<file path="src/rtl/mdc_pkg.sv">
// Package for the metadata datagram chunker: field widths, header constants,
// register indexes and the sequencer and mode types.
// Depends on nothing; every other file imports it.
package mdc_pkg;

    localparam int TAG_W             = 32;
    localparam int LEN_IN_W          = 24;
    localparam int BYTE_W            = 8;
    localparam int SIZE_W            = 16;
    localparam int CFG_DATA_W        = 32;
    localparam int CFG_ADDR_W        = 3;
    localparam int HDR_CNT_W         = 5;

    localparam int DEF_LENGTH_BITS   = 24;
    localparam int DEF_CAPACITY_BITS = 16;
    localparam int CAP_RESET         = 500;

    localparam int CHUNK_HDR_BYTES   = 24;
    localparam int SINGLE_HDR_BYTES  = 8;
    localparam int SINGLE_HDR_START  = CHUNK_HDR_BYTES - SINGLE_HDR_BYTES;
    localparam logic [63:0] CHUNK_MAGIC = 64'h7373_6E63_6368_6E6B;

    localparam logic REG_ENABLE   = 1'b0;
    localparam logic REG_CAPACITY = 1'b1;

    localparam logic ACT_BEGIN   = 1'b0;
    localparam logic ACT_PAYLOAD = 1'b1;

    typedef enum logic [3:0] {
        S_WAIT = 4'b0001,
        S_DIV  = 4'b0010,
        S_OPEN = 4'b0100,
        S_HDR  = 4'b1000
    } t_seq;

    typedef enum logic [2:0] {
        MODE_IDLE    = 3'b001,
        MODE_SINGLE  = 3'b010,
        MODE_CHUNKED = 3'b100
    } t_mode;

endpackage

</file>
<file path="src/rtl/mdc_divider.sv">
// Restoring divider for the chunk count: one quotient bit per cycle.
// Depends on mdc_pkg only for the default widths; parameters set all widths.
module mdc_divider
    import mdc_pkg::*;
#(
    parameter int DIVIDEND_W = DEF_LENGTH_BITS,
    parameter int DIVISOR_W  = DEF_CAPACITY_BITS
) (
    input  logic                  i_clk,
    input  logic                  i_rst_n,
    input  logic                  i_start,
    input  logic [DIVIDEND_W-1:0] i_dividend,
    input  logic [DIVISOR_W-1:0]  i_divisor,
    output logic                  o_done,
    output logic [DIVIDEND_W-1:0] o_quotient,
    output logic [DIVISOR_W-1:0]  o_remainder
);

    localparam int CNT_W = $clog2(DIVIDEND_W);

    logic                  r_busy, n_busy;
    logic                  r_done, n_done;
    logic [CNT_W-1:0]      r_cnt, n_cnt;
    logic [DIVIDEND_W-1:0] r_quo, n_quo;
    logic [DIVISOR_W-1:0]  r_rem, n_rem;
    logic [DIVISOR_W-1:0]  r_div, n_div;
    logic [DIVISOR_W:0]    w_trial;
    logic                  w_ge;

    always_comb begin
        w_trial = {r_rem, r_quo[DIVIDEND_W-1]};
        w_ge    = (w_trial >= {1'b0, r_div});
        n_busy  = r_busy;
        n_done  = 1'b0;
        n_cnt   = r_cnt;
        n_quo   = r_quo;
        n_rem   = r_rem;
        n_div   = r_div;
        if (i_start) begin
            n_busy = 1'b1;
            n_cnt  = '0;
            n_quo  = i_dividend;
            n_rem  = '0;
            n_div  = i_divisor;
        end else if (r_busy) begin
            n_rem = w_ge ? DIVISOR_W'(w_trial - {1'b0, r_div}) : w_trial[DIVISOR_W-1:0];
            n_quo = {r_quo[DIVIDEND_W-2:0], w_ge};
            n_cnt = r_cnt + 1'b1;
            if (r_cnt == CNT_W'(DIVIDEND_W - 1)) begin
                n_busy = 1'b0;
                n_done = 1'b1;
            end
        end
    end

    always_ff @(posedge i_clk) begin
        if (!i_rst_n) begin
            r_busy <= 1'b0;
            r_done <= 1'b0;
            r_cnt  <= '0;
        end else begin
            r_busy <= n_busy;
            r_done <= n_done;
            r_cnt  <= n_cnt;
        end
        r_quo <= n_quo;
        r_rem <= n_rem;
        r_div <= n_div;
    end

    assign o_done      = r_done;
    assign o_quotient  = r_quo;
    assign o_remainder = r_rem;

endmodule

</file>
<file path="src/rtl/metadata_datagram_chunker_unit.sv">
// Top level of the metadata datagram chunker: APB registers, sequencer,
// header byte selection and output register.
// Depends on mdc_pkg and mdc_divider.
//
// Input items arrive on i_in_valid/o_in_ready. A begin item (action 0) carries
// type, code and length; a payload item (action 1) carries one byte. Results
// leave one byte per item on o_out_valid/i_out_ready, with the datagram size
// and start, end of packet, end of item and last of run flags.
// A begin for a single datagram moves to S_HDR when it is taken, which gives
// 8 header bytes, one per cycle while the output side does not stall. A begin
// that needs chunks runs the restoring divider in S_DIV to get the chunk
// count, opens the chunk in S_OPEN, then gives 24 header bytes.
// A payload item is taken and its byte registered in the same cycle, so payload
// bytes flow at one per cycle while the output side does not stall; a byte that
// closes a non-final chunk is followed by S_OPEN and the 24-byte next chunk header.
// The block is not ready while it divides, opens a chunk or sends a header, or
// while the output register holds a byte the receiver has not taken; a stall
// on the output side simply holds the sequencer. Reset clears the sequencer,
// the output valid flag and the item state, sets enable to 0 and capacity to 500.
// Any register write abandons the item in progress.
module metadata_datagram_chunker_unit
    import mdc_pkg::*;
#(
    parameter int LENGTH_BITS   = DEF_LENGTH_BITS,
    parameter int CAPACITY_BITS = DEF_CAPACITY_BITS
) (
    input  logic                  i_clk,
    input  logic                  i_rst_n,
    input  logic                  psel,
    input  logic                  penable,
    input  logic                  pwrite,
    input  logic [CFG_ADDR_W-1:0] paddr,
    input  logic [CFG_DATA_W-1:0] pwdata,
    output logic [CFG_DATA_W-1:0] prdata,
    output logic                  pready,
    input  logic                  i_in_valid,
    output logic                  o_in_ready,
    input  logic                  i_action,
    input  logic [TAG_W-1:0]      i_item_type,
    input  logic [TAG_W-1:0]      i_item_code,
    input  logic [LEN_IN_W-1:0]   i_item_length,
    input  logic [BYTE_W-1:0]     i_payload_byte,
    output logic                  o_out_valid,
    input  logic                  i_out_ready,
    output logic [BYTE_W-1:0]     o_packet_byte,
    output logic [SIZE_W-1:0]     o_packet_size,
    output logic                  o_start_of_packet,
    output logic                  o_end_of_packet,
    output logic                  o_end_of_item,
    output logic                  o_last_of_run
);

    localparam int LW = (LENGTH_BITS < LEN_IN_W) ? LENGTH_BITS : LEN_IN_W;
    localparam int CW = SIZE_W;

    t_seq                  r_seq, n_seq;
    t_mode                 r_mode, n_mode;
    logic                  r_en, n_en;
    logic [CW-1:0]         r_cap, n_cap;
    logic [TAG_W-1:0]      r_type, n_type;
    logic [TAG_W-1:0]      r_code, n_code;
    logic [LW-1:0]         r_br, n_br;
    logic [LW-1:0]         r_cidx, n_cidx;
    logic [LW-1:0]         r_ccnt, n_ccnt;
    logic [CW-1:0]         r_cbl, n_cbl;
    logic [SIZE_W-1:0]     r_pkt_size, n_pkt_size;
    logic [HDR_CNT_W-1:0]  r_hcnt, n_hcnt;
    logic                  r_hfirst, n_hfirst;
    logic                  r_empty, n_empty;

    logic                  r_ov, n_ov;
    logic [BYTE_W-1:0]     r_ob, n_ob;
    logic [SIZE_W-1:0]     r_osz, n_osz;
    logic                  r_osop, n_osop;
    logic                  r_oeop, n_oeop;
    logic                  r_oeoi, n_oeoi;
    logic                  r_olor, n_olor;

    logic                  w_slot;
    logic                  w_accept;
    logic                  w_cfg_wr;
    logic [LW-1:0]         w_len;
    logic                  w_len_ok;
    logic [CW-1:0]         w_p;
    logic [CW-1:0]         w_dl;
    logic                  w_chunk_done;
    logic                  w_item_done;
    logic                  w_hlast;
    logic [TAG_W-1:0]      w_hword;
    logic [BYTE_W-1:0]     w_hbyte;
    logic                  w_div_start;
    logic                  w_div_done;
    logic [LW-1:0]         w_quo;
    logic [CW-1:0]         w_rem;

    mdc_divider #(
        .DIVIDEND_W (LW),
        .DIVISOR_W  (CW)
    ) u_div (
        .i_clk       (i_clk),
        .i_rst_n     (i_rst_n),
        .i_start     (w_div_start),
        .i_dividend  (w_len),
        .i_divisor   (w_p),
        .o_done      (w_div_done),
        .o_quotient  (w_quo),
        .o_remainder (w_rem)
    );

    assign pready     = 1'b1;
    assign prdata     = (paddr[2] == REG_CAPACITY) ? CFG_DATA_W'(r_cap) : CFG_DATA_W'(r_en);
    assign w_cfg_wr   = psel && penable && pwrite && pready;

    assign w_slot     = !r_ov || i_out_ready;
    assign o_in_ready = (r_seq == S_WAIT) && w_slot;
    assign w_accept   = i_in_valid && o_in_ready;

    assign w_len      = i_item_length[LW-1:0];
    assign w_len_ok   = ((32'(i_item_length) >> LENGTH_BITS) == 32'd0);
    assign w_p        = r_cap - CW'(CHUNK_HDR_BYTES);
    assign w_dl       = (r_br < LW'(w_p)) ? r_br[CW-1:0] : w_p;
    assign w_chunk_done = (r_cbl == CW'(1));
    assign w_item_done  = w_chunk_done && (r_br == LW'(w_dl));
    assign w_hlast    = (r_hcnt == HDR_CNT_W'(CHUNK_HDR_BYTES - 1));

    always_comb begin
        case (r_hcnt[4:2])
            3'd0:    w_hword = CHUNK_MAGIC[63:32];
            3'd1:    w_hword = CHUNK_MAGIC[31:0];
            3'd2:    w_hword = TAG_W'(r_cidx);
            3'd3:    w_hword = TAG_W'(r_ccnt);
            3'd4:    w_hword = r_type;
            3'd5:    w_hword = r_code;
            default: w_hword = '0;
        endcase
        case (r_hcnt[1:0])
            2'd0:    w_hbyte = w_hword[31:24];
            2'd1:    w_hbyte = w_hword[23:16];
            2'd2:    w_hbyte = w_hword[15:8];
            default: w_hbyte = w_hword[7:0];
        endcase
    end

    always_comb begin
        n_seq       = r_seq;
        n_mode      = r_mode;
        n_en        = r_en;
        n_cap       = r_cap;
        n_type      = r_type;
        n_code      = r_code;
        n_br        = r_br;
        n_cidx      = r_cidx;
        n_ccnt      = r_ccnt;
        n_cbl       = r_cbl;
        n_pkt_size  = r_pkt_size;
        n_hcnt      = r_hcnt;
        n_hfirst    = r_hfirst;
        n_empty     = r_empty;
        n_ov        = r_ov && !i_out_ready;
        n_ob        = r_ob;
        n_osz       = r_osz;
        n_osop      = r_osop;
        n_oeop      = r_oeop;
        n_oeoi      = r_oeoi;
        n_olor      = r_olor;
        w_div_start = 1'b0;

        unique case (r_seq)
            S_WAIT: begin
                if (w_accept && i_action == ACT_BEGIN) begin
                    n_mode = MODE_IDLE;
                    if (r_en && r_cap > CW'(CHUNK_HDR_BYTES) && w_len_ok) begin
                        n_type = i_item_type;
                        n_code = i_item_code;
                        n_br   = w_len;
                        if (w_len < LW'(r_cap) - LW'(SINGLE_HDR_BYTES)) begin
                            n_pkt_size = SIZE_W'(w_len) + SIZE_W'(SINGLE_HDR_BYTES);
                            n_cbl      = w_len[CW-1:0];
                            n_empty    = (w_len == '0);
                            n_mode     = (w_len == '0) ? MODE_IDLE : MODE_SINGLE;
                            n_hcnt     = HDR_CNT_W'(SINGLE_HDR_START);
                            n_hfirst   = 1'b1;
                            n_seq      = S_HDR;
                        end else begin
                            n_cidx      = '0;
                            n_mode      = MODE_CHUNKED;
                            w_div_start = 1'b1;
                            n_seq       = S_DIV;
                        end
                    end
                end else if (w_accept && r_mode != MODE_IDLE) begin
                    n_ov   = 1'b1;
                    n_ob   = i_payload_byte;
                    n_osz  = r_pkt_size;
                    n_osop = 1'b0;
                    n_cbl  = r_cbl - 1'b1;
                    if (r_mode == MODE_SINGLE) begin
                        n_oeop = w_chunk_done;
                        n_oeoi = w_chunk_done;
                        n_olor = 1'b1;
                        if (w_chunk_done) begin
                            n_mode = MODE_IDLE;
                        end
                    end else begin
                        n_oeop = w_chunk_done;
                        n_oeoi = w_item_done;
                        n_olor = !(w_chunk_done && !w_item_done);
                        if (w_chunk_done) begin
                            n_br   = r_br - LW'(w_dl);
                            n_cidx = r_cidx + 1'b1;
                            if (w_item_done) begin
                                n_mode = MODE_IDLE;
                            end else begin
                                n_seq = S_OPEN;
                            end
                        end
                    end
                end
            end
            S_DIV: begin
                if (w_div_done) begin
                    n_ccnt = w_quo + LW'(w_rem != '0);
                    n_seq  = S_OPEN;
                end
            end
            S_OPEN: begin
                n_cbl      = w_dl;
                n_pkt_size = SIZE_W'(w_dl) + SIZE_W'(CHUNK_HDR_BYTES);
                n_empty    = 1'b0;
                n_hcnt     = '0;
                n_hfirst   = 1'b1;
                n_seq      = S_HDR;
            end
            S_HDR: begin
                if (w_slot) begin
                    n_ov     = 1'b1;
                    n_ob     = w_hbyte;
                    n_osz    = r_pkt_size;
                    n_osop   = r_hfirst;
                    n_oeop   = w_hlast && r_empty;
                    n_oeoi   = w_hlast && r_empty;
                    n_olor   = w_hlast;
                    n_hfirst = 1'b0;
                    n_hcnt   = r_hcnt + 1'b1;
                    if (w_hlast) begin
                        n_seq = S_WAIT;
                    end
                end
            end
            default: begin
                n_seq = S_WAIT;
            end
        endcase

        if (w_cfg_wr) begin
            n_mode = MODE_IDLE;
            if (paddr[2] == REG_ENABLE) begin
                n_en = pwdata[0];
            end else begin
                n_cap = CW'(pwdata[CAPACITY_BITS-1:0]);
            end
        end
    end

    always_ff @(posedge i_clk) begin
        if (!i_rst_n) begin
            r_seq      <= S_WAIT;
            r_mode     <= MODE_IDLE;
            r_en       <= 1'b0;
            r_cap      <= CW'(CAP_RESET);
            r_type     <= '0;
            r_code     <= '0;
            r_br       <= '0;
            r_cidx     <= '0;
            r_ccnt     <= '0;
            r_cbl      <= '0;
            r_pkt_size <= '0;
            r_hcnt     <= '0;
            r_hfirst   <= 1'b0;
            r_empty    <= 1'b0;
            r_ov       <= 1'b0;
        end else begin
            r_seq      <= n_seq;
            r_mode     <= n_mode;
            r_en       <= n_en;
            r_cap      <= n_cap;
            r_type     <= n_type;
            r_code     <= n_code;
            r_br       <= n_br;
            r_cidx     <= n_cidx;
            r_ccnt     <= n_ccnt;
            r_cbl      <= n_cbl;
            r_pkt_size <= n_pkt_size;
            r_hcnt     <= n_hcnt;
            r_hfirst   <= n_hfirst;
            r_empty    <= n_empty;
            r_ov       <= n_ov;
        end
        r_ob   <= n_ob;
        r_osz  <= n_osz;
        r_osop <= n_osop;
        r_oeop <= n_oeop;
        r_oeoi <= n_oeoi;
        r_olor <= n_olor;
    end

    assign o_out_valid       = r_ov;
    assign o_packet_byte     = r_ob;
    assign o_packet_size     = r_osz;
    assign o_start_of_packet = r_osop;
    assign o_end_of_packet   = r_oeop;
    assign o_end_of_item     = r_oeoi;
    assign o_last_of_run     = r_olor;

    a_single_has_bytes: assert property (@(posedge i_clk) disable iff (!i_rst_n)
        (r_mode == MODE_SINGLE) |-> (r_cbl != '0))
        else $error("single datagram open with no payload bytes due");

    a_chunk_index_range: assert property (@(posedge i_clk) disable iff (!i_rst_n)
        (r_seq == S_WAIT && r_mode == MODE_CHUNKED) |-> (r_cidx < r_ccnt))
        else $error("chunk index reached chunk count with item still open");

    a_end_of_item_flags: assert property (@(posedge i_clk) disable iff (!i_rst_n)
        (o_out_valid && o_end_of_item) |-> (o_end_of_packet && o_last_of_run))
        else $error("end of item without end of packet and last of run");

    a_div_done_in_div: assert property (@(posedge i_clk) disable iff (!i_rst_n)
        w_div_done |-> (r_seq == S_DIV))
        else $error("divider finished outside the divide step");

    a_header_start_sop: assert property (@(posedge i_clk) disable iff (!i_rst_n)
        (r_seq == S_OPEN) |=> (r_seq == S_HDR && r_hfirst))
        else $error("chunk header did not start with start of packet");

endmodule
</file>
<file path="config.mk">
export PLATFORM = sky130hd
export DESIGN_NAME = metadata_datagram_chunker_unit
export DESIGN_NICKNAME = d
export VERILOG_FILES = /design/src/rtl/mdc_pkg.sv /design/src/rtl/mdc_divider.sv /design/src/rtl/metadata_datagram_chunker_unit.sv
export SDC_FILE = /design/constraint.sdc
export NUM_CORES = 1
export LEC_CHECK = 0
export BUFFER_PORTS_ARGS = -buffer_cell sky130_fd_sc_hd__buf_4
export CAP_MARGIN = 20
export CORE_UTILIZATION = 50
export DETAILED_ROUTE_END_ITERATION = 10
export PLACE_DENSITY = 0.73
export RECOVER_POWER = 100
export SLEW_MARGIN = 20
export SYNTH_ARGS = -nofsm -noshare
export SYNTH_HDL_FRONTEND = slang
export SYNTH_SLANG_ARGS = --single-unit
export TNS_END_PERCENT = 10
</file>
<file path="constraint.sdc">
create_clock -name i_clk -period 16.07 [get_ports i_clk]
set_clock_uncertainty 0.1 [all_clocks]
set_input_delay 1.607 -clock i_clk [delete_from_list [all_inputs] [get_ports i_clk]]
set_output_delay 1.607 -clock i_clk [all_outputs]
set_load 0.03 [all_outputs]
</file>
### After elaboration in Yosys (flattened, before gate mapping)

Index checks and enable logic that the tools add are counted.
Widths: inputs -> output; s select.

| operators by class | value |
|---|---|
| add/subtract/negate cells | 11 |
| multiply operators | 0 |
| div/mod/pow operators | 0 |
| order comparisons | 4 |
| equal/unequal tests | 34 |
| shift-type cells | 0 |
| multiplexer cells | 98 |
| bitwise operators | 4 |
| reductions and logical operators | 42 |

Operator list:

| cell | count |
|---|---|
| $mux 24 | 13 |
| $mux 16 | 13 |
| $pmux 32 s6 | 1 |
| $pmux 16 s2 | 3 |
| $mux 4 | 10 |
| $mux 1 | 31 |
| $add 24x1->24 | 1 |
| $add 24x1->24 const B | 1 |
| $eq 24x16->1 | 1 |
| $logic_not 24->1 | 1 |
| $lt 24x16->1 | 1 |
| $lt 24x24->1 | 1 |
| $mux 3 | 8 |
| $mux 8 | 3 |
| $pmux 8 s3 | 1 |
| $sub 24x16->24 | 1 |
| $mux 5 | 4 |
| $ge 17x16->1 | 1 |
| $sub 16x4->17 const B | 1 |
| $add 16x4->16 const B | 1 |
| $add 16x5->16 const B | 1 |
| $eq 16x1->1 const B | 1 |
| $gt 16x5->1 const B | 1 |
| $pmux 4 s4 | 1 |
| other kinds (41) | 92 |

| storage, ports and cells | value |
|---|---|
| register bits | 291 |
| latch bits | 0 |
| memory bits (writable) | 0 |
| ROM bits | 0 |
| input bits | 139 |
| output and inout bits | 63 |
| word-level logic and storage cells | 220 |
| memories | 0 |

### Depth between registers and ports, before layout

Gate-level depths: netlist of run 1.

| depth | value |
|---|---|
| word-level depth | 12 |
| depth in mapped cells | 27 |

### By module

From an unflattened synthesis of run 1, not the netlist that was laid out.

| second synthesis, totals | value |
|---|---|
| cell total of the unflattened synthesis | 2,194 |
| area, all modules | 18,104.9 sq um |

By module, submodules not included:

| module | instances | cells an instance | area each (sq um) | seq. area each (sq um) |
|---|---|---|---|---|
| metadata_datagram_chunker_unit | 1 | 1,889 | 14,726.6 | 4,844.6 |
| mdc_divider | 1 | 305 | 3,378.2 | 1,661.6 |

### Least setup slack after synthesis of run 1

OpenSTA, ideal clock, no wires.

| timing | value |
|---|---|
| kind | in2reg |
| from | in i_out_ready |
| to | reg r_oeoi, in the netlist o_end_of_item, enable pin |
| setup time | 565 ps |
| data arrival time | 7,195 ps |
| data required time | 15,405 ps |
| slack | 8,210 ps |
| stages | 4 |
| buffers on the path | 0 |
| cells stage by stage | nor2b_1 > nor2b_1 > o311ai_0 > a2111oi_0 |

| on the way | value |
|---|---|
| longest elaborated chain between the ends | 6 |
| elaborated cells between the ends (all ways) | 9 |

RTL lines:

| what | line | text |
|---|---|---|
| start: declaration | metadata_datagram_chunker_unit.sv:44 | `input logic i_out_ready,` |
| $logic_or 1x1->1 * | metadata_datagram_chunker_unit.sv:114 | `assign w_slot = !r_ov \|\| i_out_ready;` |
| $logic_and 1x1->1 * | metadata_datagram_chunker_unit.sv:115 | `assign o_in_ready = (r_seq == S_WAIT) && w_slot;` |
| via o_in_ready | metadata_datagram_chunker_unit.sv:37 | `output logic o_in_ready,` |
| $logic_and 1x1->1 * | metadata_datagram_chunker_unit.sv:116 | `assign w_accept = i_in_valid && o_in_ready;` |
| $logic_and 1x1->1 (on tied branches) | metadata_datagram_chunker_unit.sv:191, metadata_datagram_chunker_unit.sv:170 |  |
| $ne 2x1->1 (no source line) / $ne 2x2->1 (equally long branches) | - |  |
| $reduce_and 4->1 (no source line) * | - |  |
| end signal: assignment | metadata_datagram_chunker_unit.sv:303 | `r_oeoi <= n_oeoi;` |
| end: declaration | metadata_datagram_chunker_unit.sv:76 | `logic r_oeoi, n_oeoi;` |

Mark *: on every way through the listed nets, which the timed path passes. The rest lies on a longest branch.
A chain may end at the register's enable or synchronous reset.

### Worst setup path after layout of run 1

| timing | value |
|---|---|
| from | in i_out_ready |
| to | reg u_div.r_quo[0], in the netlist u_div.o_quotient[0] (data pin) |

| on the way | value |
|---|---|
| longest elaborated chain between the ends | 7 |

RTL lines:

| what | line | text |
|---|---|---|
| $logic_or 1x1->1 | metadata_datagram_chunker_unit.sv:114 |  |
| $logic_and 1x1->1 | metadata_datagram_chunker_unit.sv:115 |  |
| $logic_and 1x1->1 | metadata_datagram_chunker_unit.sv:116 |  |
| $logic_and 1x1->1 | metadata_datagram_chunker_unit.sv:170 | `if (w_accept && i_action == ACT_BEGIN) begin` |
| $mux 1 | metadata_datagram_chunker_unit.sv:170 |  |
| $mux 1 | metadata_datagram_chunker_unit.sv:168 | `unique case (r_seq)` |
| $mux 24 | mdc_divider.sv:39 | `if (i_start) begin` |
| via u_div.n_quo[0] | mdc_divider.sv:24 | `logic [DIVIDEND_W-1:0] r_quo, n_quo;` |
| end signal: assignment | mdc_divider.sv:66 | `r_quo <= n_quo;` |
| end: declaration | mdc_divider.sv:24 |  |

The timed path passes the listed nets, and every way through them passes these cells.

==> metrics, run 1 <==
library cell occupying the most area in the post-synthesis netlist=sky130_fd_sc_hd__dfxtp_1; Static Leakage=7.70 nW; Seq/Total Area, Yosys=36.4%; most used flip-flop cell after synthesis=sky130_fd_sc_hd__dfxtp_1; run status=finished, violations left; fraction of registers with async set/reset=0%; post-route ant nets=0; area of the core region=34,900 um^2; number of top-level design ports=202; final max-slew violation count=531; sum of negative setup slack=0 ns; remaining max-slew budget at the tightest pin=-197%; half-perimeter wire length after placement=39,700 um; area added between synthesis and finish=12.0%; # Post-CTS Setup Buffers=0; sequential standard cell area=6510 um^2; area of the multi-input gates=10,300 um^2; layout filler cell count=3,248; launching element type of the critical path=primary input; maximum level of the CTS H-tree=2; most frequent cell on the critical path=sky130_fd_sc_hd__clkbuf_1; distinct cell type count of the synthesized netlist=94; quantity of gates resized following cts=0; top-area cell type share of the netlist area=25.0%; Syn Inst Count=2,182; class of the most critical hold timing path=flip-flop to flip-flop; number of clock sinks seen by CTS=291; worst vdd ir=0.0000660 V; sort of element at the end of the critical path=flip-flop; fraction of layout instances using a drive strength above 1=10.1%; maximum number of pins on one net before global-route repair=99; failing checks=capacitance limit, slew limit; routed wire length=56,100 um; maximum clock insertion buffer count=3; Maximum Capacitance Violations=13; final total power=1.81 mW; drt drc=0; setup repair after global routing missed its margin=false; Via Count=16,777; Port-buffer cells=166; antenna violations before repair=0; Least-Margin Pin Slew=4.46 ns; via-per-instance ratio=6.12; die extent in x=191 um; post-layout net count=2,477; share of the clock period used by the worst path after layout=67.1%; post-synthesis register bit count=291; first-pass iteration count of the detailed router=5; top fanout value on the critical path=70; fin cells=2,742; vias in the first global route=15,945; Synth warnings=0; die extent in y=191 um; Overall Global Routing Usage=29.8%; CTS tree=built; endpoint arrival time on the critical path=11.05 ns; DRT iter0 DRCs=1,304; critical path cell sequence=clkbuf_4 -> nor2b_1 -> nor2b_1 -> nand2_1 -> nor2_2 -> clkbuf_1 -> nand2_1 -> nor2_4 -> clkbuf_1 -> nand3_1 -> clkbuf_1 -> inv_1 -> clkbuf_1 -> nor2_1 -> nor2_1; Clock Root Buffer=sky130_fd_sc_hd__clkbuf_16; DR WL/cell=20.4 um; clock-pin slew reported for the worst setup and hold paths after clock tree synthesis=0.06 ns; Rows=68; ratio of total power to cell area=90.3 nW/um^2; placed insts=2,679; Crit path required time=16.34 ns; Hold Path Cell Cnt=0; mapped cell area=17,900 um^2; number of hold-repair buffers added at the cts stage=0; CP max stage delay=2.29 ns; ANT cells=0; critical setup path kind=primary input to flip-flop; Register-to-Register Path Depth=14; tightest hold margin=0.331 ns; number of setup violations in the final report=0; final hold violations=0; die area=36,500 um^2; clock latency at the later pin of the worst-skew pair=0.52 ns; Avg Synthesized Cell Area=8.19 um^2; final critical-path required period=10.78 ns; number of enable flip-flop cells after synthesis=68; clock buffer count from CTS=34; starting density of the core=51.2%; routability-driven placement congestion ratio=0.992; leading post-synthesis cells by cell area=sky130_fd_sc_hd__dfxtp_1 (25%), sky130_fd_sc_hd__edfxtp_1 (11%), sky130_fd_sc_hd__nand2_1 (7.8%); wire length of the first global-routing pass=86,000 um; cell type of the slowest stage on the worst timing path=sky130_fd_sc_hd__clkbuf_1; highest attainable clock frequency=92.8 MHz; residual overflow from global routing=0
## cell usage in the layout, fill, tap and decap left out, types with 11 or more instances in the layout
| cell type | instances |
|---|---|
| sky130_fd_sc_hd__nand2_1 | 369 |
| sky130_fd_sc_hd__dfxtp_1 | 222 |
| sky130_fd_sc_hd__a21oi_1 | 177 |
| sky130_fd_sc_hd__nor2_1 | 158 |
| sky130_fd_sc_hd__buf_4 | 135 |
| sky130_fd_sc_hd__o21ai_0 | 89 |
| sky130_fd_sc_hd__nand3_1 | 82 |
| sky130_fd_sc_hd__ha_1 | 75 |
| sky130_fd_sc_hd__inv_1 | 73 |
| sky130_fd_sc_hd__edfxtp_1 | 68 |
| sky130_fd_sc_hd__xnor2_1 | 61 |
| sky130_fd_sc_hd__mux2i_1 | 61 |
| sky130_fd_sc_hd__clkbuf_1 | 61 |
| sky130_fd_sc_hd__a211oi_1 | 44 |
| sky130_fd_sc_hd__xor2_1 | 40 |
| sky130_fd_sc_hd__clkbuf_16 | 35 |
| sky130_fd_sc_hd__nor3_1 | 33 |
| sky130_fd_sc_hd__a221oi_1 | 27 |
| sky130_fd_sc_hd__o31ai_1 | 26 |
| sky130_fd_sc_hd__and3_1 | 26 |
| sky130_fd_sc_hd__nand4_1 | 25 |
| sky130_fd_sc_hd__a21o_1 | 23 |
| sky130_fd_sc_hd__nor4_1 | 22 |
| sky130_fd_sc_hd__nand2b_1 | 22 |
| sky130_fd_sc_hd__o311ai_0 | 21 |
| sky130_fd_sc_hd__a31oi_1 | 17 |
| sky130_fd_sc_hd__o211ai_1 | 17 |
| sky130_fd_sc_hd__conb_1 | 17 |
| sky130_fd_sc_hd__or3_1 | 14 |
| sky130_fd_sc_hd__o211a_1 | 12 |
| sky130_fd_sc_hd__and2_1 | 11 |
## critical path, delay by kind of cell
| family | cells | cell delay [ns] |
|---|---|---|
| buf+inv | 6 | 6.46 |
| simple gates | 9 | 2.86 |
## worst paths after layout
path | startpoint | end | slack, ns
max | i_out_ready | u_div.o_quotient[0]$_DFFE_PP_ | 5.29
min | r_pkt_size[2]$_SDFFE_PN0P_ | o_packet_size[2]$_DFFE_PP_ | 0.33
max reg2reg | r_seq[3]$_SDFFE_PN0P_ | u_div.o_quotient[0]$_DFFE_PP_ | 5.79
min reg2reg | r_pkt_size[2]$_SDFFE_PN0P_ | o_packet_size[2]$_DFFE_PP_ | 0.33
## kinds of logic after synthesis
group	share of synthesized area, %
other	0.0420
and+or+nand+nor	21.6
adders and majority gates	5.64
xor gates and xnor gates	5.21
buffers and inverters	5.75
DFF	36.4
AOI/OAI and AO/OA	21.1
muxes	4.19
## synthesized netlist by cell type, types with 12 or more instances
master,number
sky130_fd_sc_hd__a211oi_1,42
sky130_fd_sc_hd__inv_1,74
sky130_fd_sc_hd__ha_1,75
sky130_fd_sc_hd__nand2b_1,22
sky130_fd_sc_hd__xor2_1,40
sky130_fd_sc_hd__and2_1,19
sky130_fd_sc_hd__mux2i_1,61
sky130_fd_sc_hd__nor3_1,33
sky130_fd_sc_hd__o311ai_0,22
sky130_fd_sc_hd__clkbuf_1,116
sky130_fd_sc_hd__nand4_1,25
sky130_fd_sc_hd__buf_1,16
sky130_fd_sc_hd__o211ai_1,17
sky130_fd_sc_hd__or3_1,14
sky130_fd_sc_hd__nor4_1,22
sky130_fd_sc_hd__edfxtp_1,68
sky130_fd_sc_hd__o21ai_0,85
sky130_fd_sc_hd__buf_4,18
sky130_fd_sc_hd__nand2_1,369
sky130_fd_sc_hd__o31ai_1,24
sky130_fd_sc_hd__a221oi_1,27
sky130_fd_sc_hd__a21oi_1,175
sky130_fd_sc_hd__xnor2_1,61
sky130_fd_sc_hd__and3_1,26
sky130_fd_sc_hd__nand3_1,82
sky130_fd_sc_hd__nor2_1,161
sky130_fd_sc_hd__a21o_1,23
sky130_fd_sc_hd__o211a_1,12
sky130_fd_sc_hd__dfxtp_1,223
sky130_fd_sc_hd__a31oi_1,18
## power breakdown
| part | switching (mW) | internal (mW) | leakage [nW] |
|---|---|---|---|
| clock network | 0.322 | 0.429 | 0.527 |
| logic | 0.157 | 0.109 | 4.79 |
| registers | 0.0226 | 0.766 | 2.39 |
| total | 0.502 | 1.30 | 7.70 |
## area by class of cell
| class | instances | share of cell area (%) |
|---|---|---|
| inverters | 74 | 1.39 |
| clock inverters | 20 | 0.794 |
| repair buffers | 192 | 6.15 |
| multi-input cells | 1668 | 51.7 |
| clock buffers | 42 | 4.61 |
| flip-flops and latches | 291 | 32.5 |
| well taps | 455 | 2.84 |
## sequential cells by signal, indices dropped and copies added (netlist names), 3 cells and up
name and count:
r_code 32, r_type 32, r_br 24, r_ccnt 24, r_cidx 24, u_div.o_quotient 24
o_packet_size 16, r_cap 16, r_cbl 16, r_pkt_size 16, u_div.o_remainder 16, u_div.r_div 16
o_packet_byte 8, r_hcnt 5, u_div.r_cnt 5, r_seq 4, r_mode 3
## through the flow
stage	util, %	instance area (um^2)	setup slack (ns)
floorplan	-	17900	8.21
global placement	55.1	19200	9.09
detailed placement	55.2	19200	8.95
CTS	58.3	20300	8.92
global route	57.4	20000	4.62
finish	57.4	20000	5.29
## per-layer routing
layer  vias to the layer above  routed length (um)  global-route usage, %
li1                       8026                   -                      -
met1                      7927               23000                   37.2
met2                       665               26600                   51.0
met3                       159                3820                   3.82
met4                         0                2680                   13.8
met5                         -                   0                      0
(Power assumes the default switching activity.)
==> inputs of run 2 (changes only) <==
Settings changed: ABC_AREA set to 1, PLACE_DENSITY 0.73 to 0.76.
Clock period 16.07 ns to 9.25 ns, I/O delays scaled along.
==> metrics, run 2 <==
die extent in x=191 um (-0.25%); most used flip-flop cell after synthesis=sky130_fd_sc_hd__dfxtp_1; class of the most critical hold timing path=flip-flop to flip-flop; post-layout net count=2,831 (+14%); P_int=2.73 mW (+110%); clock latency at the later pin of the worst-skew pair=0.59 ns (+0.07 ns); ratio of total power to cell area=221 nW/um^2 (+150%); starting density of the core=51.1% (-0.13 points); final total power=4.43 mW (+150%); DRT iter0 DRCs=1,601 (+23%); leading cell type in the layout, fill and taps excluded=sky130_fd_sc_hd__nand2_1; number of hold-repair buffers added at the cts stage=0 (unchanged); CTS tree=built; post-synthesis register bit count=291 (unchanged); most frequent cell on the critical path=sky130_fd_sc_hd__nand2_1; reg-to-reg critical path endpoint=r_mode[0]$_SDFFE_PP1P_; CP max stage delay=1.03 ns (-1.26 ns); Avg Synthesized Cell Area=7.11 um^2 (-13%); antenna violations before repair=0 (unchanged); sum of negative setup slack=0 ns (unchanged); Clock Root Buffer=sky130_fd_sc_hd__clkbuf_16; compound-gate portion of the synthesized area=19.9% (-1.3 points); setup repair after global routing missed its margin=false; failing checks=capacitance limit, slew limit; library cell occupying the most area in the post-synthesis netlist=sky130_fd_sc_hd__dfxtp_1; endpoint arrival time on the critical path=7.43 ns (-3.62 ns); final instance area=20,000 um^2 (+0.12%); Syn Inst Count=2,501 (+15%); Comb power frac=36.3% (+21 points); leading post-synthesis cells by cell area=sky130_fd_sc_hd__dfxtp_1 (25%), sky130_fd_sc_hd__edfxtp_1 (11%), sky130_fd_sc_hd__nand2_1 (8.7%); run status=finished, violations left; wire length of the first global-routing pass=87,300 um (+1.5%); remaining max-slew budget at the tightest pin=-97.8% (+100 points); Crit path required time=9.62 ns (-6.72 ns); commonest cells after routing, fill and taps aside=sky130_fd_sc_hd__nand2_1 (419), sky130_fd_sc_hd__inv_1 (342), sky130_fd_sc_hd__nor2_1 (279); routed wire length=56,100 um (about the same); hold path start=r_pkt_size[9]$_SDFFE_PN0P_; switching power summed over all nets=1.70 mW (+240%); list of most frequent post-synthesis cells=sky130_fd_sc_hd__nand2_1 (414), sky130_fd_sc_hd__inv_1 (333), sky130_fd_sc_hd__nor2_1 (274), sky130_fd_sc_hd__o21ai_0 (268), sky130_fd_sc_hd__dfxtp_1 (223); Port-buffer cells=166 (unchanged); launching element type of the critical path=flip-flop; Maximum Capacitance Violations=7 (-6); crit path to=r_mode[0]$_SDFFE_PP1P_; residual overflow from global routing=0 (unchanged); drt drc=0 (unchanged); number of enable flip-flop cells after synthesis=68 (unchanged); Seq/Total Area, Yosys=36.6% (+0.18 points); critical setup path kind=flip-flop to flip-flop; clock-pin slew reported for the worst setup and hold paths after clock tree synthesis=0.06 ns (about the same); maximum clock insertion buffer count=3 (unchanged); Static Leakage=9.12 nW (+18%); critical path cell sequence=nand2_1 -> nand2_1 -> nor2_1 -> xor2_1 -> inv_1 -> ha_1 -> nand2_1 -> nor2_1 -> nand4_1 -> nor2_1 -> nand3_1 -> nand3_1 -> clkbuf_1 -> o21ai_0 -> ha_1 -> nand2_1 -> nor2_1 -> nand2_1 -> nor4_2 -> nand2_1 -> nand3_1 -> nand2_1 -> a21oi_1 -> nand2_1; cell type of the slowest stage on the worst timing path=sky130_fd_sc_hd__clkbuf_1; Via Count=17,435 (+3.9%); Crit. Startpoint=r_cap[3]$_SDFFE_PN0P_; number of clock sinks seen by CTS=291 (unchanged); share of the clock period used by the worst path after layout=76.3%; Least-Margin Pin Slew=2.97 ns (-1.49 ns); via-per-instance ratio=5.63 (-7.9%); Clk network pwr share=30.1% (-12 points); top fanout value on the critical path=25 (-64%); most numerous cell in the Yosys netlist=sky130_fd_sc_hd__nand2_1; mapped cell area=17,800 um^2 (-0.50%); DR WL/cell=18.1 um (-11%); first-pass iteration count of the detailed router=5 (unchanged); post-route ant nets=0 (unchanged); number of top-level design ports=202 (unchanged); fraction of layout instances using a drive strength above 1=9.43% (-0.63 points); half-perimeter wire length after placement=41,800 um (+5.3%); number of setup violations in the final report=0 (unchanged); fraction of registers with async set/reset=0% (unchanged); ANT cells=0 (unchanged); die extent in y=191 um (-0.25%); post-synthesis share of cell area spent on and, or, nand and nor gates=24.0% (+2.4 points); worst vdd ir=0.000208 V (+220%); clock buffer count from CTS=31 (-8.8%); top-area cell type share of the netlist area=25.1% (+0.13 points); FF-to-FF Start=r_cap[3]$_SDFFE_PN0P_; maximum level of the CTS H-tree=1 (-1); # Post-CTS Setup Buffers=0 (unchanged); distinct cell type count of the synthesized netlist=67 (-29%); Synth warnings=0 (unchanged); largest registers=r_code x32, r_type x32; area added between synthesis and finish=12.7%; Synth Area in XOR/XNOR=3.35% (-1.9 points); switching share of power=38.3% (+10 points); multiplexer share of the synthesized area=0% (-4.2 points); routability-driven placement congestion ratio=0.983 (-0.92%); highest attainable clock frequency=142 MHz; die area=36,300 um^2 (-0.50%); FF-to-FF setup slack=2.19 ns (-3.60 ns); combinational family with the most area after synthesis=simple AND/OR/NAND/NOR gates; Register-to-Register Path Depth=24 (+10); Reg power frac=33.6% (-10 points); vias in the first global route=16,306 (+2.3%); final max-slew violation count=377 (-29%); quantity of gates resized following cts=0 (unchanged); fraction of the mapped netlist area in adder cells=5.50% (-0.14 points); Rows=68 (unchanged); area of the core region=34,800 um^2 (-0.24%); Overall Global Routing Usage=30.4% (+0.60 points); final critical-path required period=7.06 ns; sort of element at the end of the critical path=flip-flop; placed cell area=19,200 um^2 (about the same); maximum number of pins on one net before global-route repair=67 (-32%); final hold violations=0 (unchanged)
[run 2: cell count changes after synthesis, moves of 31 or more]
cell,delta
sky130_fd_sc_hd__clkbuf_1,-31
sky130_fd_sc_hd__inv_1,+259
sky130_fd_sc_hd__nand3_1,+35
sky130_fd_sc_hd__mux2i_1,-61
sky130_fd_sc_hd__xnor2_1,-46
sky130_fd_sc_hd__o21ai_0,+183
sky130_fd_sc_hd__a211oi_1,-36
sky130_fd_sc_hd__nand2_1,+45
sky130_fd_sc_hd__nor2_1,+113
[run 2: worst max-delay path, delay by kind of cell (launching register included)]
| kind | cells | cell delay (ns) |
|---|---|---|
| AO/OA/AOI/OAI | 2 | 0.88 |
| XOR/XNOR | 1 | 0.45 |
| adder cells (fa/ha/maj) | 2 | 0.91 |
| buffers and inverters | 2 | 1.15 |
| flip-flops | 1 | 0.44 |
| AND/OR/NAND/NOR | 17 | 3.00 |
[run 2: metrics by stage]
step	hold slack [ns]	utilization, %	instances	setup WS, ns
after CTS	0.333	58.5	3095	3.80
after detailed placement	0.318	55.3	3037	3.78
after global placement	0.312	55.3	3037	3.86
after floorplan	0.303	-	2516	5.09
after global routing	0.345	57.6	3095	1.68
final	0.331	57.6	3095	2.19
[run 2: layout make-up]
class / count / area (um^2)
Fill cell: 3322 / 14800
Multi-Input combinational cell: 1752 / 9360
Sequential cell: 291 / 6510
Inverter: 356 / 1340
Timing Repair Buffer: 183 / 1160
Clock buffer: 38 / 863
Tap cell: 455 / 569
Clock inverter: 20 / 240
[run 2: metal layers]
| layer | vias to the layer above | wire (um) | GRT usage, % |
|---|---|---|---|
| met4 | 0 | 2560 | 13.2 |
| li1 | 8527 | - | - |
| met1 | 8101 | 23600 | 40.2 |
| met5 | - | 0 | 0 |
| met2 | 666 | 25800 | 49.9 |
| met3 | 141 | 4040 | 3.68 |
[run 2: logic make-up after synthesis]
logic type | Yosys count
simple gates | 964
compound gates | 626
buf+inv | 473
flops | 291
fa+ha+maj | 77
xor+xnor | 68
other cells | 2
[run 2: worst min-delay path by stage]
stage	end	slack, ns	cells after the start
4_1_cts	o_packet_size[9]$_DFFE_PP_	0.33	0
6_report	o_packet_size[9]$_DFFE_PP_	0.33	0
3_3_place_gp	o_packet_size[9]$_DFFE_PP_	0.31	0
3_5_place_dp	o_packet_size[9]$_DFFE_PP_	0.32	0
2_1_floorplan	o_packet_size[11]$_DFFE_PP_	0.30	0
5_1_grt	o_packet_size[1]$_DFFE_PP_	0.34	0
[run 2: power groups by stage]
stage | Combinational, mW | Clock (mW) | Sequential (mW)
2_1_floorplan | 1.19 | 0 | 1.51
3_3_place_gp | 1.57 | 0 | 1.51
3_5_place_dp | 1.60 | 0 | 1.51
4_1_cts | 1.61 | 1.35 | 1.48
5_1_grt | 1.81 | 1.40 | 1.50
6_report | 1.61 | 1.34 | 1.49
==> inputs of run 3 (changes only) <==
Settings changed: ABC_AREA 1 to 0, PLACE_DENSITY 0.76 to 0.73.
Clock period 9.25 ns to 6.7 ns, I/O delays scaled along.
==> metrics, run 3 (synthesis results as in run 1) <==
run status=finished, violations left; failing checks=capacitance limit, slew limit; ANT cells=0 (unchanged); clock latency at the later pin of the worst-skew pair=0.54 ns (-0.05 ns); number of top-level design ports=202 (unchanged); Port-buffer cells=166 (unchanged); clock buffer count from CTS=34 (+9.7%); vias in the first global route=16,001 (-1.9%); critical setup path kind=primary input to flip-flop; hold path start=pwdata[6]; sort of element at the end of the critical path=flip-flop; launching element type of the critical path=primary input; via-per-instance ratio=6.06 (+7.6%); critical path cell sequence=clkbuf_1 -> clkinvlp_2 -> buf_4 -> a31oi_2 -> buf_4 -> nand2b_1 -> o41ai_1; half-perimeter wire length after placement=41,100 um (-1.7%); starting density of the core=51.2% (+0.13 points); setup repair after global routing missed its margin=false; most frequent cell on the critical path=sky130_fd_sc_hd__buf_4; number of cells on the critical path=7 (-71%); CP max stage delay=2.09 ns (+1.06 ns); terminating pin of the worst hold path=r_cap[6]$_SDFFE_PN1P_; wire length of the first global-routing pass=87,600 um (+0.37%); post-route ant nets=0 (unchanged); post-layout net count=2,495 (-12%); number of hold-repair buffers added at the cts stage=0 (unchanged); die extent in x=191 um (+0.25%); die extent in y=191 um (+0.25%); worst vdd ir=0.000160 V (-23%); share of the clock period used by the worst path after layout=92.5%; top fanout value on the critical path=58 (+130%); CTS tree=built; Rows=68 (unchanged); Least-Margin Pin Slew=2.80 ns (-0.168 ns); antenna violations before repair=0 (unchanged); final total power=4.37 mW (-1.4%); DR WL/cell=20.5 um (+13%); final hold violations=0 (unchanged); area of the multi-input gates=10,400 um^2 (+11%); Overall Global Routing Usage=30.6% (+0.12 points); number of clock sinks seen by CTS=291 (unchanged); ratio of total power to cell area=216 nW/um^2 (-2.3%); die area=36,500 um^2 (+0.50%); commonest cells after routing, fill and taps aside=sky130_fd_sc_hd__nand2_1 (369), sky130_fd_sc_hd__dfxtp_1 (222), sky130_fd_sc_hd__a21oi_1 (174); final critical-path required period=6.19 ns; Worst Path Buf+Inv=4 (+2); Clock Root Buffer=sky130_fd_sc_hd__clkbuf_16; Hold Path Cell Cnt=3 (+3); leading cell type in the layout, fill and taps excluded=sky130_fd_sc_hd__nand2_1; area added between synthesis and finish=13.3%; layout filler cell count=3,175 (-4.4%); FF-to-FF setup slack=0.54 ns (-1.65 ns); residual overflow from global routing=0 (unchanged); Static Leakage=7.82 nW (-14%); quantity of gates resized following cts=0 (unchanged); FF-to-FF Start=r_cap[7]$_SDFFE_PN1P_; # Post-CTS Setup Buffers=0 (unchanged); sum of negative setup slack=0 ns (unchanged); DRT iter0 DRCs=1,271 (-21%); Register-to-Register Path Depth=23 (-4.2%); remaining max-slew budget at the tightest pin=-86.6% (+11 points); routability-driven placement congestion ratio=0.939 (-4.5%); reg-to-reg critical path endpoint=r_br[22]$_SDFFE_PN0P_; maximum level of the CTS H-tree=2 (+1); clock-pin slew reported for the worst setup and hold paths after clock tree synthesis=0.06 ns (about the same); routed wire length=56,500 um (+0.85%); endpoint arrival time on the critical path=6.51 ns (-0.92 ns); class of the most critical hold timing path=primary input to flip-flop; Crit path required time=7.01 ns (-2.61 ns); largest registers=r_code x32, r_type x32; Via Count=16,737 (-4.0%); number of setup violations in the final report=0 (unchanged); Maximum Capacitance Violations=3 (-4); cell type of the slowest stage on the worst timing path=sky130_fd_sc_hd__clkinvlp_2; sequential standard cell area=6510 um^2 (about the same); gate family responsible for the most delay along the worst path=buffers and inverters; drt drc=0 (unchanged); highest attainable clock frequency=161 MHz; first-pass iteration count of the detailed router=5 (unchanged); maximum clock insertion buffer count=3 (unchanged); fraction of layout instances using a drive strength above 1=11.2% (+1.8 points); final max-slew violation count=70 (-81%); area of the core region=34,900 um^2 (+0.24%); maximum number of pins on one net before global-route repair=71 (+6.0%)
==> run 3: cell types whose count changed in the layout (fill, tap and decap cells not counted), moves of 24 or more <==
cell	before	now
sky130_fd_sc_hd__o21ai_0	273	88
sky130_fd_sc_hd__xnor2_1	15	61
sky130_fd_sc_hd__and3_1	2	26
sky130_fd_sc_hd__nand2_1	419	369
sky130_fd_sc_hd__mux2i_1	0	61
sky130_fd_sc_hd__buf_4	126	157
sky130_fd_sc_hd__nor2_1	279	158
sky130_fd_sc_hd__nand3_1	119	82
sky130_fd_sc_hd__a211oi_1	6	43
sky130_fd_sc_hd__inv_1	342	73
sky130_fd_sc_hd__a21oi_1	205	174
==> run 3: final cells by class <==
class | count | area share, %
inverters | 74 | 1.38
multi-input cells | 1668 | 51.4
clock inverters | 12 | 0.464
clock buffers | 50 | 5.01
repair buffers | 210 | 6.81
flip-flops and latches | 291 | 32.2
well taps | 455 | 2.81
==> run 3: metal layers <==
layer	wire, um	global-route usage [%]
met2	27200	53.0
met5	0	0
met3	3770	4.00
met1	22900	37.4
met4	2590	14.2
==> run 3: worst min-delay path: cells and delay by family <==
family,cells,cell delay [ns]
simple gates,2,0.10
buf+inv,1,0.08
==> run 3: report_power, final <==
group          total [mW]  switching [mW]  internal, mW
registers            1.89          0.0543          1.84
logic               0.645           0.380         0.266
clock network        1.83           0.772          1.06
==> run 3: stage by stage <==
stage	instances	util [%]	cell area (um^2)	setup slack, ns	hold slack (ns)
2_1_floorplan	2197	-	17900	1.06	0.308
3_3_place_gp	2697	55.5	19400	0.906	0.320
3_5_place_dp	2698	55.6	19400	0.741	0.323
4_1_cts	2760	58.8	20500	0.729	0.263
5_1_grt	2760	58.0	20200	0.153	0.279
6_report	2760	58.0	20200	0.505	0.271
==> run 3: worst max path at each step <==
stage                     startpoint                      end  slack (ns)
3_3_place_gp   r_cap[4]$_SDFFE_PN1P_    r_br[17]$_SDFFE_PN0P_        0.91
6_report                     i_rst_n  r_cidx[13]$_SDFFE_PN0P_        0.51
4_1_cts        r_cap[4]$_SDFFE_PN1P_    r_br[17]$_SDFFE_PN0P_        0.73
2_1_floorplan  r_seq[3]$_SDFFE_PN0P_  o_end_of_item$_DFFE_PP_        1.06
3_5_place_dp   r_cap[4]$_SDFFE_PN1P_    r_br[17]$_SDFFE_PN0P_        0.74
5_1_grt        r_cap[8]$_SDFFE_PN1P_    r_br[17]$_SDFFE_PN0P_        0.15
